[src/sps_pkg.sv]
// shared types, codes and helpers for the solenoid pulse sequencer
`default_nettype none

package sps_pkg;

    // field widths
    localparam int OP_W     = 2;
    localparam int VALVE_W  = 3;
    localparam int CUR_W    = 16;
    localparam int TIMER_W  = 16;
    localparam int COIL_W   = 6;
    localparam int RES_W    = 16;
    localparam int MEAS_W   = 17;
    localparam int PHASE_W  = 2;

    // configuration port
    localparam int APB_AW   = 4;
    localparam int APB_DW   = 32;

    // resistance numerator 24 V * 1000, and its quotient width
    localparam int            DIV_STEPS  = 15;
    localparam int            DIV_CNT_W  = 4;
    localparam logic [14:0]   RESIST_NUM = 15'd24000;
    localparam logic [16:0]   ZERO_FLAG  = 17'h10000;
    localparam logic [15:0]   TIMER_MAX  = 16'hFFFF;

    // operation codes
    localparam logic [OP_W-1:0] OP_TICK    = 2'd0;
    localparam logic [OP_W-1:0] OP_OUT     = 2'd1;
    localparam logic [OP_W-1:0] OP_IN      = 2'd2;
    localparam logic [OP_W-1:0] OP_MEASURE = 2'd3;

    // result kinds
    localparam logic KIND_STATUS = 1'b0;
    localparam logic KIND_REPORT = 1'b1;

    // measurement phases
    localparam logic [PHASE_W-1:0] PH_IDLE = 2'd0;
    localparam logic [PHASE_W-1:0] PH_WAIT = 2'd1;
    localparam logic [PHASE_W-1:0] PH_HELD = 2'd2;

    // register indexes
    localparam logic [1:0] REG_OUT_KEEP = 2'd0;
    localparam logic [1:0] REG_IN_KEEP  = 2'd1;
    localparam logic [1:0] REG_SETTLE   = 2'd2;

    // controller to datapath commands
    typedef struct packed {
        logic latch_req;
        logic start_div;
        logic div_step;
        logic service;
        logic load_report;
        logic load_status;
    } sps_cmd_t;

    // datapath to controller status
    typedef struct packed {
        logic slot_free;
        logic done_cur;
    } sps_stat_t;

    // saturating timer increment
    function automatic logic [TIMER_W-1:0] sat_inc(input logic [TIMER_W-1:0] t);
        return (t == TIMER_MAX) ? t : t + 16'd1;
    endfunction

endpackage

`default_nettype wire

[src/sps_if.sv]
// handshake channel interfaces for request items and result words
`default_nettype none

interface sps_item_if import sps_pkg::*; ();
    logic               valid;
    logic               ready;
    logic [OP_W-1:0]    operation;
    logic [VALVE_W-1:0] valve;
    logic [CUR_W-1:0]   current_ma;

    modport source (output valid, operation, valve, current_ma, input ready);
    modport sink   (input valid, operation, valve, current_ma, output ready);
endinterface

interface sps_result_if import sps_pkg::*; ();
    logic               valid;
    logic               ready;
    logic               kind;
    logic [COIL_W-1:0]  out_coils;
    logic [COIL_W-1:0]  in_coils;
    logic [COIL_W-1:0]  position_bits;
    logic [VALVE_W-1:0] report_valve;
    logic [RES_W-1:0]   resistance_ohm;
    logic               zero_current;
    logic               last;

    modport source (output valid, kind, out_coils, in_coils, position_bits, report_valve,
                    resistance_ohm, zero_current, last, input ready);
    modport sink   (input valid, kind, out_coils, in_coils, position_bits, report_valve,
                    resistance_ohm, zero_current, last, output ready);
endinterface

`default_nettype wire

[src/sps_controller.sv]
// sequencing state machine: divide, service each valve, emit reports and status
`default_nettype none

module sps_controller import sps_pkg::*; #(
    parameter int NUM_VALVES = 6,
    parameter int IDX_W      = 3
) (
    input  wire logic             clk,
    input  wire logic             rst_n,
    input  wire logic             in_valid,
    input  wire logic [OP_W-1:0]  in_op,
    output logic                  in_ready,
    output sps_cmd_t              cmd,
    output logic [IDX_W-1:0]      idx,
    input  wire sps_stat_t        stat
);

    typedef enum logic [4:0] {
        ST_IDLE    = 5'b00001,
        ST_DIVIDE  = 5'b00010,
        ST_SERVICE = 5'b00100,
        ST_EMIT    = 5'b01000,
        ST_STATUS  = 5'b10000
    } ctrl_state_t;

    localparam logic [IDX_W-1:0] LAST_IDX = IDX_W'(NUM_VALVES - 1);

    ctrl_state_t          state_reg, state_next;
    logic [DIV_CNT_W-1:0] cnt_reg, cnt_next;
    logic [IDX_W-1:0]     idx_reg, idx_next;

    assign idx = idx_reg;

    // next state and commands
    always_comb
    begin
        state_next = state_reg;
        cnt_next   = cnt_reg;
        idx_next   = idx_reg;
        cmd        = '0;
        in_ready   = 1'b0;
        case (state_reg)
            ST_IDLE:
            begin
                in_ready = 1'b1;
                if (in_valid)
                begin
                    if (in_op == OP_TICK)
                    begin
                        cmd.start_div = 1'b1;
                        cnt_next      = '0;
                        state_next    = ST_DIVIDE;
                    end
                    else
                    begin
                        cmd.latch_req = 1'b1;
                    end
                end
            end
            ST_DIVIDE:
            begin
                cmd.div_step = 1'b1;
                cnt_next     = cnt_reg + 1'b1;
                if (cnt_reg == DIV_CNT_W'(DIV_STEPS - 1))
                begin
                    idx_next   = '0;
                    state_next = ST_SERVICE;
                end
            end
            ST_SERVICE:
            begin
                cmd.service = 1'b1;
                if (idx_reg == LAST_IDX)
                begin
                    idx_next   = '0;
                    state_next = ST_EMIT;
                end
                else
                begin
                    idx_next = idx_reg + 1'b1;
                end
            end
            ST_EMIT:
            begin
                // one valve per cycle, waiting on the output slot for a report
                if (!stat.done_cur || stat.slot_free)
                begin
                    cmd.load_report = stat.done_cur;
                    if (idx_reg == LAST_IDX)
                    begin
                        idx_next   = '0;
                        state_next = ST_STATUS;
                    end
                    else
                    begin
                        idx_next = idx_reg + 1'b1;
                    end
                end
            end
            ST_STATUS:
            begin
                if (stat.slot_free)
                begin
                    cmd.load_status = 1'b1;
                    state_next      = ST_IDLE;
                end
            end
            default:
            begin
                state_next = ST_IDLE;
            end
        endcase
    end

    // state registers
    always_ff @(posedge clk or negedge rst_n)
    begin
        if (!rst_n)
        begin
            state_reg <= ST_IDLE;
            cnt_reg   <= '0;
            idx_reg   <= '0;
        end
        else
        begin
            state_reg <= state_next;
            cnt_reg   <= cnt_next;
            idx_reg   <= idx_next;
        end
    end

endmodule

`default_nettype wire

[src/sps_datapath.sv]
// per-valve state, serial divider, valve service logic and output word register
`default_nettype none

module sps_datapath import sps_pkg::*; #(
    parameter int NUM_VALVES = 6,
    parameter int IDX_W      = 3
) (
    input  wire logic               clk,
    input  wire logic               rst_n,
    input  wire sps_cmd_t           cmd,
    input  wire logic [IDX_W-1:0]   idx,
    output sps_stat_t               stat,
    input  wire logic [OP_W-1:0]    operation,
    input  wire logic [VALVE_W-1:0] valve,
    input  wire logic [CUR_W-1:0]   current_ma,
    input  wire logic [TIMER_W-1:0] out_keep,
    input  wire logic [TIMER_W-1:0] in_keep,
    input  wire logic [TIMER_W-1:0] settle,
    output logic                    out_valid,
    input  wire logic               out_ready,
    output logic                    out_kind,
    output logic [COIL_W-1:0]       out_oc,
    output logic [COIL_W-1:0]       out_ic,
    output logic [COIL_W-1:0]       out_pos,
    output logic [VALVE_W-1:0]      out_rv,
    output logic [RES_W-1:0]        out_res,
    output logic                    out_zero,
    output logic                    out_last
);

    localparam int PAD_W = (NUM_VALVES > COIL_W) ? NUM_VALVES : COIL_W;

    // per-valve state
    logic [NUM_VALVES-1:0] out_req_reg, in_req_reg, meas_req_reg;
    logic [NUM_VALVES-1:0] out_act_reg, in_act_reg, pos_reg, done_reg;
    logic [TIMER_W-1:0]    ptimer_reg [NUM_VALVES];
    logic [TIMER_W-1:0]    mtimer_reg [NUM_VALVES];
    logic [PHASE_W-1:0]    phase_reg  [NUM_VALVES];
    logic [MEAS_W-1:0]     meas_reg   [NUM_VALVES];

    // divider
    logic [CUR_W-1:0]     cur_reg;
    logic [CUR_W-1:0]     rem_reg;
    logic [DIV_STEPS-1:0] quo_reg;
    logic [CUR_W:0]       div_shift;
    logic                 div_ge;
    logic [CUR_W:0]       div_rem;
    logic [MEAS_W-1:0]    div_value;

    // output word register
    logic                 out_valid_reg;
    logic                 out_kind_reg, out_zero_reg, out_last_reg;
    logic [COIL_W-1:0]    out_oc_reg, out_ic_reg, out_pos_reg;
    logic [VALVE_W-1:0]   out_rv_reg;
    logic [RES_W-1:0]     out_res_reg;

    // service results for the selected valve
    logic                 svc_oa, svc_ia, svc_orq, svc_irq, svc_mrq, svc_pos, svc_done;
    logic [TIMER_W-1:0]   svc_pt, svc_mt;
    logic [PHASE_W-1:0]   svc_ph;
    logic [MEAS_W-1:0]    svc_mv;
    logic [TIMER_W:0]     thr_sum;
    logic [TIMER_W-1:0]   thr;

    // snapshot
    logic [NUM_VALVES-1:0] ic_vec;
    logic [PAD_W-1:0]      oc_pad, ic_pad, pos_pad;

    logic                  req_in_range;
    logic [IDX_W-1:0]      req_idx;

    assign req_in_range = (32'(valve) < NUM_VALVES);
    assign req_idx      = IDX_W'(valve);

    // restoring division step
    assign div_shift = {rem_reg, quo_reg[DIV_STEPS-1]};
    assign div_ge    = (div_shift >= {1'b0, cur_reg});
    assign div_rem   = div_ge ? (div_shift - {1'b0, cur_reg}) : div_shift;
    assign div_value = (cur_reg == '0) ? ZERO_FLAG : {1'b0, RES_W'(quo_reg)};

    // measurement wait threshold, clamped
    assign thr_sum = {1'b0, in_keep} + {1'b0, settle};
    assign thr     = thr_sum[TIMER_W] ? TIMER_MAX : thr_sum[TIMER_W-1:0];

    // timer advance and servicing for one valve
    always_comb
    begin
        svc_oa   = out_act_reg[idx];
        svc_ia   = in_act_reg[idx];
        svc_orq  = out_req_reg[idx];
        svc_irq  = in_req_reg[idx];
        svc_mrq  = meas_req_reg[idx];
        svc_pos  = pos_reg[idx];
        svc_pt   = ptimer_reg[idx];
        svc_mt   = mtimer_reg[idx];
        svc_ph   = phase_reg[idx];
        svc_mv   = meas_reg[idx];
        svc_done = 1'b0;

        if (svc_oa || svc_ia)
        begin
            svc_pt = sat_inc(svc_pt);
        end
        if (svc_ph == PH_WAIT)
        begin
            svc_mt = sat_inc(svc_mt);
        end

        // out pulse
        if (svc_orq)
        begin
            if (!svc_oa && !svc_ia)
            begin
                svc_oa  = 1'b1;
                svc_pt  = '0;
                svc_pos = 1'b1;
            end
            else if (svc_oa && (svc_pt >= out_keep))
            begin
                svc_oa  = 1'b0;
                svc_pt  = '0;
                svc_orq = 1'b0;
            end
        end

        // in pulse
        if (svc_irq)
        begin
            if (!svc_oa && !svc_ia)
            begin
                svc_ia  = 1'b1;
                svc_pt  = '0;
                svc_pos = 1'b0;
            end
            else if (svc_ia && (svc_pt >= in_keep))
            begin
                svc_ia  = 1'b0;
                svc_pt  = '0;
                svc_irq = 1'b0;
            end
        end

        // resistance measurement
        if (svc_mrq)
        begin
            case (svc_ph)
                PH_IDLE:
                begin
                    svc_ph = PH_WAIT;
                    svc_mt = '0;
                end
                PH_WAIT:
                begin
                    if (svc_mt >= thr)
                    begin
                        svc_mv = div_value;
                        svc_ph = PH_HELD;
                    end
                end
                default:
                begin
                    svc_ph   = PH_IDLE;
                    svc_mrq  = 1'b0;
                    svc_mt   = '0;
                    svc_done = 1'b1;
                end
            endcase
        end
    end

    // coil snapshot, padded to the output width
    always_comb
    begin
        for (int i = 0; i < NUM_VALVES; i++)
        begin
            ic_vec[i] = in_act_reg[i] || (phase_reg[i] != PH_IDLE);
        end
    end

    assign oc_pad  = PAD_W'(out_act_reg);
    assign ic_pad  = PAD_W'(ic_vec);
    assign pos_pad = PAD_W'(pos_reg);

    // valve state registers
    always_ff @(posedge clk or negedge rst_n)
    begin
        if (!rst_n)
        begin
            out_req_reg  <= '0;
            in_req_reg   <= '0;
            meas_req_reg <= '0;
            out_act_reg  <= '0;
            in_act_reg   <= '0;
            pos_reg      <= '0;
            done_reg     <= '0;
            for (int i = 0; i < NUM_VALVES; i++)
            begin
                ptimer_reg[i] <= '0;
                mtimer_reg[i] <= '0;
                phase_reg[i]  <= PH_IDLE;
                meas_reg[i]   <= '0;
            end
        end
        else
        begin
            if (cmd.latch_req && req_in_range)
            begin
                case (operation)
                    OP_OUT:     out_req_reg[req_idx]  <= 1'b1;
                    OP_IN:      in_req_reg[req_idx]   <= 1'b1;
                    OP_MEASURE: meas_req_reg[req_idx] <= 1'b1;
                    default:    ;
                endcase
            end
            if (cmd.service)
            begin
                out_req_reg[idx]  <= svc_orq;
                in_req_reg[idx]   <= svc_irq;
                meas_req_reg[idx] <= svc_mrq;
                out_act_reg[idx]  <= svc_oa;
                in_act_reg[idx]   <= svc_ia;
                pos_reg[idx]      <= svc_pos;
                done_reg[idx]     <= svc_done;
                ptimer_reg[idx]   <= svc_pt;
                mtimer_reg[idx]   <= svc_mt;
                phase_reg[idx]    <= svc_ph;
                meas_reg[idx]     <= svc_mv;
            end
        end
    end

    // divider registers
    always_ff @(posedge clk)
    begin
        if (cmd.start_div)
        begin
            cur_reg <= current_ma;
            rem_reg <= '0;
            quo_reg <= RESIST_NUM;
        end
        else if (cmd.div_step)
        begin
            rem_reg <= div_rem[CUR_W-1:0];
            quo_reg <= {quo_reg[DIV_STEPS-2:0], div_ge};
        end
    end

    // output word valid
    always_ff @(posedge clk or negedge rst_n)
    begin
        if (!rst_n)
        begin
            out_valid_reg <= 1'b0;
        end
        else if (cmd.load_report || cmd.load_status)
        begin
            out_valid_reg <= 1'b1;
        end
        else if (out_ready)
        begin
            out_valid_reg <= 1'b0;
        end
    end

    // output word payload
    always_ff @(posedge clk)
    begin
        if (cmd.load_report || cmd.load_status)
        begin
            out_oc_reg  <= oc_pad[COIL_W-1:0];
            out_ic_reg  <= ic_pad[COIL_W-1:0];
            out_pos_reg <= pos_pad[COIL_W-1:0];
            if (cmd.load_report)
            begin
                out_kind_reg <= KIND_REPORT;
                out_rv_reg   <= VALVE_W'(idx);
                out_res_reg  <= meas_reg[idx][RES_W-1:0];
                out_zero_reg <= meas_reg[idx][MEAS_W-1];
                out_last_reg <= 1'b0;
            end
            else
            begin
                out_kind_reg <= KIND_STATUS;
                out_rv_reg   <= '0;
                out_res_reg  <= '0;
                out_zero_reg <= 1'b0;
                out_last_reg <= 1'b1;
            end
        end
    end

    assign stat.slot_free = !out_valid_reg || out_ready;
    assign stat.done_cur  = done_reg[idx];

    assign out_valid = out_valid_reg;
    assign out_kind  = out_kind_reg;
    assign out_oc    = out_oc_reg;
    assign out_ic    = out_ic_reg;
    assign out_pos   = out_pos_reg;
    assign out_rv    = out_rv_reg;
    assign out_res   = out_res_reg;
    assign out_zero  = out_zero_reg;
    assign out_last  = out_last_reg;

endmodule

`default_nettype wire

[src/solenoid_pulse_sequencer_top.sv]
// top level: configuration registers, controller and datapath of the valve sequencer
// request items (out, in, measure) are latched while idle and give no word
// a tick is accepted, runs the serial divider, services each valve in turn, scans each
// valve for a report, waiting on the output slot, and ends with the status word
// reports come in valve order, the status word last
// rst_n clears all valve state and loads the keep/settle registers with 15, 15, 10
`default_nettype none

module solenoid_pulse_sequencer_top import sps_pkg::*; #(
    parameter int NUM_VALVES = 6
) (
    input  wire logic              clk,
    input  wire logic              rst_n,
    input  wire logic              psel,
    input  wire logic              penable,
    input  wire logic              pwrite,
    input  wire logic [APB_AW-1:0] paddr,
    input  wire logic [APB_DW-1:0] pwdata,
    output logic      [APB_DW-1:0] prdata,
    output logic                   pready,
    sps_item_if.sink               item,
    sps_result_if.source           result
);

    localparam int IDX_W = (NUM_VALVES > 1) ? $clog2(NUM_VALVES) : 1;

    logic [TIMER_W-1:0] out_keep_reg, in_keep_reg, settle_reg;
    logic               cfg_write;
    logic [1:0]         cfg_sel;
    sps_cmd_t           cmd;
    sps_stat_t          stat;
    logic [IDX_W-1:0]   idx;

    // configuration port
    assign pready    = 1'b1;
    assign cfg_write = psel && penable && pwrite && pready;
    assign cfg_sel   = paddr[3:2];

    always_ff @(posedge clk or negedge rst_n)
    begin
        if (!rst_n)
        begin
            out_keep_reg <= 16'd15;
            in_keep_reg  <= 16'd15;
            settle_reg   <= 16'd10;
        end
        else if (cfg_write)
        begin
            case (cfg_sel)
                REG_OUT_KEEP: out_keep_reg <= pwdata[TIMER_W-1:0];
                REG_IN_KEEP:  in_keep_reg  <= pwdata[TIMER_W-1:0];
                REG_SETTLE:   settle_reg   <= pwdata[TIMER_W-1:0];
                default:      ;
            endcase
        end
    end

    // register readback
    always_comb
    begin
        case (cfg_sel)
            REG_OUT_KEEP: prdata = APB_DW'(out_keep_reg);
            REG_IN_KEEP:  prdata = APB_DW'(in_keep_reg);
            REG_SETTLE:   prdata = APB_DW'(settle_reg);
            default:      prdata = '0;
        endcase
    end

    // sequencing
    sps_controller #(
        .NUM_VALVES (NUM_VALVES),
        .IDX_W      (IDX_W)
    ) u_ctrl (
        .clk      (clk),
        .rst_n    (rst_n),
        .in_valid (item.valid),
        .in_op    (item.operation),
        .in_ready (item.ready),
        .cmd      (cmd),
        .idx      (idx),
        .stat     (stat)
    );

    // valve state and output word
    sps_datapath #(
        .NUM_VALVES (NUM_VALVES),
        .IDX_W      (IDX_W)
    ) u_dp (
        .clk        (clk),
        .rst_n      (rst_n),
        .cmd        (cmd),
        .idx        (idx),
        .stat       (stat),
        .operation  (item.operation),
        .valve      (item.valve),
        .current_ma (item.current_ma),
        .out_keep   (out_keep_reg),
        .in_keep    (in_keep_reg),
        .settle     (settle_reg),
        .out_valid  (result.valid),
        .out_ready  (result.ready),
        .out_kind   (result.kind),
        .out_oc     (result.out_coils),
        .out_ic     (result.in_coils),
        .out_pos    (result.position_bits),
        .out_rv     (result.report_valve),
        .out_res    (result.resistance_ohm),
        .out_zero   (result.zero_current),
        .out_last   (result.last)
    );

    // a report is never the closing word of a tick
    assert property (@(posedge clk) disable iff (!rst_n)
        (result.valid && (result.kind == KIND_REPORT)) |-> !result.last)
        else $error("report word marked last");

    // a zero-current report carries zero resistance
    assert property (@(posedge clk) disable iff (!rst_n)
        (result.valid && result.zero_current) |-> (result.resistance_ohm == '0))
        else $error("zero current with nonzero resistance");

    // a tick keeps the block busy on the next cycle
    assert property (@(posedge clk) disable iff (!rst_n)
        (item.valid && item.ready && (item.operation == OP_TICK)) |=> !item.ready)
        else $error("new item taken while a tick is in progress");

    // commands stay mutually exclusive
    assert property (@(posedge clk) disable iff (!rst_n)
        $onehot0({cmd.latch_req, cmd.start_div, cmd.div_step, cmd.service,
                  cmd.load_report, cmd.load_status}))
        else $error("overlapping datapath commands");

endmodule

`default_nettype wire

[src/flat_wrapper.sv]
// flat-port wrapper written by rule: the top's interface ports become plain ports
module solenoid_pulse_sequencer_top_flat import sps_pkg::*;
#(
    parameter int NUM_VALVES = 6
)
  (clk, rst_n, psel, penable, pwrite, paddr, pwdata, prdata, pready, item_valid, item_operation, item_valve, item_current_ma, item_ready, result_valid, result_kind, result_out_coils, result_in_coils, result_position_bits, result_report_valve, result_resistance_ohm, result_zero_current, result_last, result_ready);
  sps_item_if item_i ();
  sps_result_if result_i ();
  input  wire logic clk;
  input  wire logic rst_n;
  input  wire logic psel;
  input  wire logic penable;
  input  wire logic pwrite;
  input  wire logic [APB_AW-1:0] paddr;
  input  wire logic [APB_DW-1:0] pwdata;
  output logic      [APB_DW-1:0] prdata;
  output logic pready;
  input wire logic [$bits(item_i.valid)-1:0] item_valid;
  input wire logic [$bits(item_i.operation)-1:0] item_operation;
  input wire logic [$bits(item_i.valve)-1:0] item_valve;
  input wire logic [$bits(item_i.current_ma)-1:0] item_current_ma;
  output wire logic [$bits(item_i.ready)-1:0] item_ready;
  output wire logic [$bits(result_i.valid)-1:0] result_valid;
  output wire logic [$bits(result_i.kind)-1:0] result_kind;
  output wire logic [$bits(result_i.out_coils)-1:0] result_out_coils;
  output wire logic [$bits(result_i.in_coils)-1:0] result_in_coils;
  output wire logic [$bits(result_i.position_bits)-1:0] result_position_bits;
  output wire logic [$bits(result_i.report_valve)-1:0] result_report_valve;
  output wire logic [$bits(result_i.resistance_ohm)-1:0] result_resistance_ohm;
  output wire logic [$bits(result_i.zero_current)-1:0] result_zero_current;
  output wire logic [$bits(result_i.last)-1:0] result_last;
  input wire logic [$bits(result_i.ready)-1:0] result_ready;
  assign item_i.valid = item_valid;
  assign item_i.operation = item_operation;
  assign item_i.valve = item_valve;
  assign item_i.current_ma = item_current_ma;
  assign item_ready = item_i.ready;
  assign result_valid = result_i.valid;
  assign result_kind = result_i.kind;
  assign result_out_coils = result_i.out_coils;
  assign result_in_coils = result_i.in_coils;
  assign result_position_bits = result_i.position_bits;
  assign result_report_valve = result_i.report_valve;
  assign result_resistance_ohm = result_i.resistance_ohm;
  assign result_zero_current = result_i.zero_current;
  assign result_last = result_i.last;
  assign result_i.ready = result_ready;
  solenoid_pulse_sequencer_top #(.NUM_VALVES(NUM_VALVES)) u_core (.clk(clk), .rst_n(rst_n), .psel(psel), .penable(penable), .pwrite(pwrite), .paddr(paddr), .pwdata(pwdata), .prdata(prdata), .pready(pready), .item(item_i), .result(result_i));
endmodule
[config.mk]
export PLATFORM = sky130hd
export DESIGN_NAME = solenoid_pulse_sequencer_top_flat
export DESIGN_NICKNAME = d
export VERILOG_FILES = /design/src/sps_pkg.sv /design/src/sps_if.sv /design/src/sps_controller.sv /design/src/sps_datapath.sv /design/src/solenoid_pulse_sequencer_top.sv /design/src/flat_wrapper.sv
export SDC_FILE = /design/constraint.sdc
export NUM_CORES = 1
export LEC_CHECK = 0
export BUFFER_PORTS_ARGS = -buffer_cell sky130_fd_sc_hd__buf_2
export CORE_UTILIZATION = 45
export CTS_CLUSTER_SIZE = 10
export DETAILED_ROUTE_END_ITERATION = 16
export SLEW_MARGIN = 10
export SYNTH_ARGS = -nofsm -noshare
export SYNTH_HDL_FRONTEND = slang
export SYNTH_SLANG_ARGS = --single-unit
[constraint.sdc]
create_clock -name clk -period 8.1 [get_ports clk]
set_input_delay 0.405 -clock clk [delete_from_list [all_inputs] [get_ports clk]]
set_output_delay 0.405 -clock clk [all_outputs]
set_load 0.01 [all_outputs]
==> results.txt, run 1 <==
most used cell, CP -> buf_4
global-route wire length before repair -> 122,400 um
clock buffer depth -> 3
worst hold stages -> 3
vias in the first global route -> 20.73k
worst endpoint required time -> 8.58 ns
CP Launch Type -> flip-flop
reg-to-reg slack, setup -> 0.59 ns
Max Slew Vio Count -> 0
total core area -> 59,020 um^2
GRT overflow -> 0
fillers -> 5,323
DP Worst Slack -> 0.4901 ns
pin count of the biggest net entering global routing -> 160
CP delay by family, top -> compound AO/OA/AOI/OAI gates
commonest cells after routing, fill and taps aside -> dfrtp_1, nand2_1, mux2_2
Hold Path End -> u_core.out_keep_reg[4]
Clock Skew -> 0.03289 ns
Reg2Reg Depth -> 27
Die Wd -> 246.4 um
GP Congestion -> 0.8813
register area -> 12,560 um^2
cts bufs inserted -> 57
GRT Overall Usage -> 26.11%
Clock Latency Late Sink -> 0.63 ns
multi-input logic area -> 13,200 um^2
Reg-to-Reg End -> u_core.u_dp.ptimer_reg[43]
Hold Startpoint -> pwdata[4]
dominant synthesized flop cell -> dfrtp_1
Yosys warnings -> 0
Crit Path Max Fanout -> 20
final layout net count -> 2,849
vias per inst -> 5.962
Routed Antenna Nets -> 0
I/O pins -> 139
Max VDD drop -> 0.1976 mV
Post-synth EDFFs -> 56
WP buf/inv -> 4
Clock transition at path regs -> 0.05 ns
relative slew slack -> 17.67%
ys async rst share -> 82.46%
Detailed Routing Iterations Pass 1 -> 6
Cell Area, Synth -> 26,880 um^2
max_cap viols -> 0
worst slew pin tran -> 1.232 ns
post-placement cell count -> 3,389
non-filler cells, final -> 3,512
HPWL Detailed -> 52,820 um
setup TNS -> 0 ns
clk sinks -> 496
Worst Path Arrival -> 7.99 ns
Starting Density -> 45.55%
outcome -> completed
Rows -> 89
max FFs per register -> 102
Hold Crit Class -> input pin to flip-flop
crit share post-route -> 92.66%
Leak -> 13.19 nW
CP max stage delay -> 0.62 ns
Synth top area share -> 37.05%
# setup viols final -> 0
DRT iter0 DRCs -> 1,655
slowest CP cell -> dfrtp_2
# DRC -> 0
Final Critical Period -> 7.505 ns
RSZ-0062 raised after global routing -> false
DP Area -> 28,290 um^2
Port-buffer cells -> 103
worst reg2reg path startpoint -> u_core.u_ctrl.idx[2]
die area -> 60,720 um^2
WL final -> 78,450 um
CTS H-tree depth -> 2
via count -> 20.94k
die height -> 246.4 um
sequential fraction of the synthesis area -> 46.69%
Synth Instances -> 2,592
diodes inserted -> 0
Yosys top cell by area -> dfrtp_1
CP Capture Type -> flip-flop
Yosys cell types -> 108
commonest non-fill, non-tap cell in the layout -> dfrtp_1
synthesized area per cell -> 10.37 um^2
P&R area growth vs syn -> 12.35%
setup ws final -> 0.5948 ns
Post-CTS Setup Repair Bufs -> 0
highest clock rate -> 133.2 MHz
Routed WL per cell -> 22.34 um
top cells by area, synth -> dfrtp_1, mux2_2, edfxtp_1
Hold Fails Final Rpt -> 0
Finished Cell Area -> 30,200 um^2
clock root cell -> clkbuf_16
antenna violations before repair -> 0
PD cells -> 273.6 nW/um^2
CTS tree -> built
share of cells above drive strength 1 -> 20.30%
crit path kind -> flip-flop to flip-flop
flip-flop and latch count after synthesis -> 496
## worst reg2reg max path, cell delays in order, from the launching register on
cell and delay [ns]:
dfrtp_2 0.62, or2_1 0.58, o22ai_1 0.37, a21oi_1 0.14, or4_4 0.48, or4_1 0.60
buf_4 0.26, a21oi_2 0.38, nor2_1 0.13, ha_1 0.24, a211o_1 0.26, a31oi_1 0.19
o311ai_0 0.17, a21o_1 0.24, nand2_1 0.12, a21oi_1 0.07, buf_4 0.23, nor2_1 0.12
ha_1 0.25, a21o_1 0.18, a21o_1 0.18, a2111oi_0 0.37, o31ai_1 0.21, nand3_1 0.12
buf_4 0.21, nand2_1 0.08, buf_4 0.27, o41ai_1 0.31
## cell usage after synthesis, types with 15 or more instances
master and number:
and2_1 23, mux2_2 187, or3_1 15, nand2_1 295, a31oi_1 28, a21oi_1 100
o21ai_0 141, a22o_1 16, a211oi_1 32, o41ai_2 19, a21o_1 17, o41ai_1 17
inv_1 89, nor3_1 39, nand2b_1 16, edfxtp_1 56, mux2i_1 116, dfrtp_1 398
buf_4 21, nor2b_1 20, dfxtp_1 31, clkbuf_1 126, ha_1 84, a222oi_1 15
buf_2 15, o21ai_1 64, nand3_1 56, nor2_1 150, o31ai_1 52, xnor2_1 17
a221o_1 15, o2bb2ai_1 17
## per-stage QoR
stage	hold slack, ns	power [mW]	utilization [%]
final	0.02933	8.264	51.17
after global routing	0.02341	8.709	51.17
after CTS	0.002241	8.277	51.15
after detailed placement	0.4606	5.893	47.93
after global placement	0.4529	5.825	47.93
after floorplan	0.1094	4.945	-
## cells by family (layout without fill, tap and decap cells)
kind of cell / after synthesis / after routing / share of synthesized area, %
AND/OR/NAND/NOR: 711 / 711 / 12.51
AO/OA/AOI/OAI: 668 / 668 / 17.60
flip-flops: 496 / 496 / 46.69
multiplexers: 321 / 321 / 13.37
buffers and inverters: 276 / 408 / 4.678
adder cells (fa/ha/maj): 86 / 86 / 4.059
XOR/XNOR: 32 / 32 / 1.071
other: 2 / 17 / 0.02794
## worst max path at each step
stage / from / to / cells after the start
6_report: u_core.u_ctrl.idx[2] / u_core.u_dp.ptimer_reg[43] / 27
5_1_grt: u_core.u_ctrl.idx[2] / u_core.u_dp.ptimer_reg[27] / 27
4_1_cts: u_core.u_ctrl.idx[2] / u_core.u_dp.ptimer_reg[74] / 26
3_5_place_dp: u_core.u_ctrl.idx[2] / u_core.u_dp.ptimer_reg[74] / 26
3_3_place_gp: u_core.u_ctrl.idx[2] / u_core.u_dp.ptimer_reg[76] / 26
2_1_floorplan: u_core.u_ctrl.idx[1] / u_core.u_dp.ptimer_reg[68] / 29
## where the power goes
part | internal (mW) | switching, mW
logic | 0.988 | 1.90
registers | 2.79 | 0.227
clock network | 1.34 | 1.02
total | 5.12 | 3.14
## layer usage
layer	global-route usage [%]	routed length (um)	vias to the layer above
li1	-	-	9701
met1	36.78	35430	10420
met2	40.27	35200	683
met3	5.632	5692	134
met4	7.498	2120	0
met5	0	0	-
## area by class of cell
| class | instances | share of cell area [%] |
|---|---|---|
| well taps | 773 | 3.203 |
| multi-input cells | 1835 | 43.69 |
| repair buffers | 216 | 4.872 |
| clock buffers | 94 | 5.320 |
| clock inverters | 5 | 0.1781 |
| inverters | 93 | 1.156 |
| flip-flops and latches | 496 | 41.58 |
## what timing repair did
action / in CTS / in global routing
hold buffers: 24 / 0
gates resized for setup: 0 / 3
endpoints found under the setup margin: 0 / 13
hold endpoints to repair: 115 / 0
No activity file was read; power rests on OpenSTA's default activity.
==> run 2, diff against run 1 <==
PLACE_DENSITY_LB_ADDON = 0.2   (was not set)
clock period = 9.3 ns   (was 8.1 ns; I/O delays follow)
==> run 2 against run 1 <==
  * Highest routed layer is now met5
  * Critical path type unchanged
  * Sequential share of layout area grew 0.18 points
  * Global-route usage grew 0.34 points
  * Fmax shrank 11%
  * Non-clock buffer count shrank 15
  * Critical path depth shrank 1
==> results.txt, run 2 (synthesized netlist as in run 1, its figures left out) <==
Detailed Routing Iterations Pass 1 -> 6 (unchanged)
CP Launch Type -> flip-flop
Starting Density -> 45.55% (unchanged)
WP buf/inv -> 3 (-1)
total core area -> 59,020 um^2 (unchanged)
vias per inst -> 6.047 (+1.4%)
non-filler cells, final -> 3,498 (-0.40%)
Layout Utilization -> 50.95% (-0.22 points)
antenna violations before repair -> 2 (+2)
Hold Fails Final Rpt -> 0 (unchanged)
DRT iter0 DRCs -> 1,712 (+3.4%)
worst hold stages -> 1 (-2)
I/O pins -> 139 (unchanged)
PD cells -> 239.5 nW/um^2 (-12%)
max FFs per register -> 102 (unchanged)
Power Total -> 7.201 mW (-13%)
share of cells above drive strength 1 -> 20.15% (-0.15 points)
clock root cell -> clkbuf_16
via count -> 21.15k (+1.0%)
fillers -> 5,354 (+0.58%)
CTS H-tree depth -> 2 (unchanged)
Met2 Wirelength -> 36,540 um (+3.8%)
highest clock rate -> 118.1 MHz (-11%)
Crit Path Max Fanout -> 37 (+85%)
Max VDD drop -> 0.1634 mV (-17%)
RSZ-0062 raised after global routing -> false
Clock transition at path regs -> 0.06 ns (about the same)
GRT overflow -> 0 (unchanged)
vias in the first global route -> 20.95k (+1.0%)
HPWL Detailed -> 52,850 um (about the same)
Worst Path Arrival -> 8.97 ns (+0.98 ns)
setup ws final -> 0.8320 ns (+0.2372 ns)
Rows -> 89 (unchanged)
max_cap viols -> 0 (unchanged)
Routed Antenna Nets -> 0 (unchanged)
DP Worst Slack -> 1.003 ns (+0.5131 ns)
CTS tree -> built
# setup viols final -> 0 (unchanged)
Port-buffer cells -> 103 (unchanged)
outcome -> completed
met3 WL -> 5253 um (-7.7%)
CP max stage delay -> 0.85 ns (+0.23 ns)
Clock Skew -> 0.02173 ns (-0.01116 ns)
worst slew pin tran -> 1.301 ns (+0.06885 ns)
GRT Overall Usage -> 26.45% (+0.34 points)
clock buffer depth -> 3 (unchanged)
Final Critical Period -> 8.468 ns (+0.9628 ns)
crit share post-route -> 91.05% (-1.6 points)
Critical Path Stages -> 26 (-3.7%)
P&R area growth vs syn -> 11.86%
post-placement cell count -> 3,382 (-0.21%)
Hold Crit Class -> input pin to flip-flop
pin count of the biggest net entering global routing -> 157 (-1.9%)
# DRC -> 0 (unchanged)
cts bufs inserted -> 58 (+1.8%)
Die Wd -> 246.4 um (unchanged)
WL met1 -> 35,730 um (+0.83%)
CP delay by family, top -> compound AO/OA/AOI/OAI gates
commonest non-fill, non-tap cell in the layout -> dfrtp_1
die height -> 246.4 um (unchanged)
slowest CP cell -> dfrtp_4
crit path kind -> flip-flop to flip-flop
setup TNS -> 0 ns (unchanged)
commonest cells after routing, fill and taps aside -> dfrtp_1, nand2_1, mux2_2
GP Congestion -> 0.9211 (+4.5%)
global-route wire length before repair -> 124,300 um (+1.5%)
relative slew slack -> 13.07% (-4.6 points)
CP Capture Type -> flip-flop
Finished Cell Area -> 30,070 um^2 (-0.43%)
Routed WL per cell -> 22.70 um (+1.6%)
WL final -> 79,420 um (+1.2%)
Reg2Reg Depth -> 26 (-3.7%)
worst endpoint required time -> 9.80 ns (+1.22 ns)
Max Slew Vio Count -> 0 (unchanged)
final layout net count -> 2,835 (-0.49%)
Leak -> 13.15 nW (-0.32%)
hold slack -> 0.03333 ns (+0.004001 ns)
clk sinks -> 496 (unchanged)
DP Area -> 28,210 um^2 (-0.27%)
die area -> 60,720 um^2 (unchanged)
Clock Latency Late Sink -> 0.63 ns (about the same)
uppermost layer routed -> met5
## run 2: cell count changes in the layout (fill, tap and decap cells not counted), moves of 2 or more
| cell | change |
|---|---|
| dlygate4sd3_1 | -8 |
| clkinv_2 | +2 |
| clkbuf_1 | -3 |
| buf_12 | -2 |
| buf_4 | -5 |
| clkbuf_8 | +2 |
## run 2: final timing paths
kind / endpoint / startpoint / slack (ns)
min in group asynchronous: u_core.u_dp.ptimer_reg[31] / rst_n / 0.51
max in group asynchronous: u_core.u_ctrl.idx[0] / rst_n / 6.38
setup / recovery: u_core.u_dp.ptimer_reg[22] / u_core.u_ctrl.idx[0] / 0.83
hold reg to reg: u_core.u_dp.quo_reg[3] / u_core.u_dp.quo_reg[2] / 0.47
setup reg to reg: u_core.u_dp.ptimer_reg[22] / u_core.u_ctrl.idx[0] / 0.83
hold / removal: u_core.u_dp.cur_reg[4] / item_current_ma[4] / 0.03
## run 2: power breakdown
group	switching (mW)	total (mW)	internal [mW]
clock	0.890	2.10	1.21
combinational	1.62	2.47	0.851
sequential	0.203	2.63	2.43
## run 2: repair_timing
action                                 4_1_cts  5_1_grt
setup endpoints to repair                    0        0
endpoints found under the hold margin      124        0
hold buffers                                16        0
resized for setup                            0        0
setup buffers                                0        0
## run 2: layer usage
layer  track usage (%)  vias to the layer above
li1                  -                     9659
met1             37.37                    10640
met2             41.89                      718
met3             4.237                      135
met4             7.298                        2
met5                 0                        -
## run 2: area by class of cell
class / count / area, um^2 / share of cell area, %
well taps: 773 / 967.2 / 3.216
inverters: 93 / 349.1 / 1.161
repair buffers: 201 / 1314 / 4.369
multi-input cells: 1835 / 13190 / 43.87
clock inverters: 6 / 66.31 / 0.2205
clock buffers: 93 / 1623 / 5.397
diodes: 1 / 2.502 / 0.008322
flip-flops and latches: 496 / 12560 / 41.76
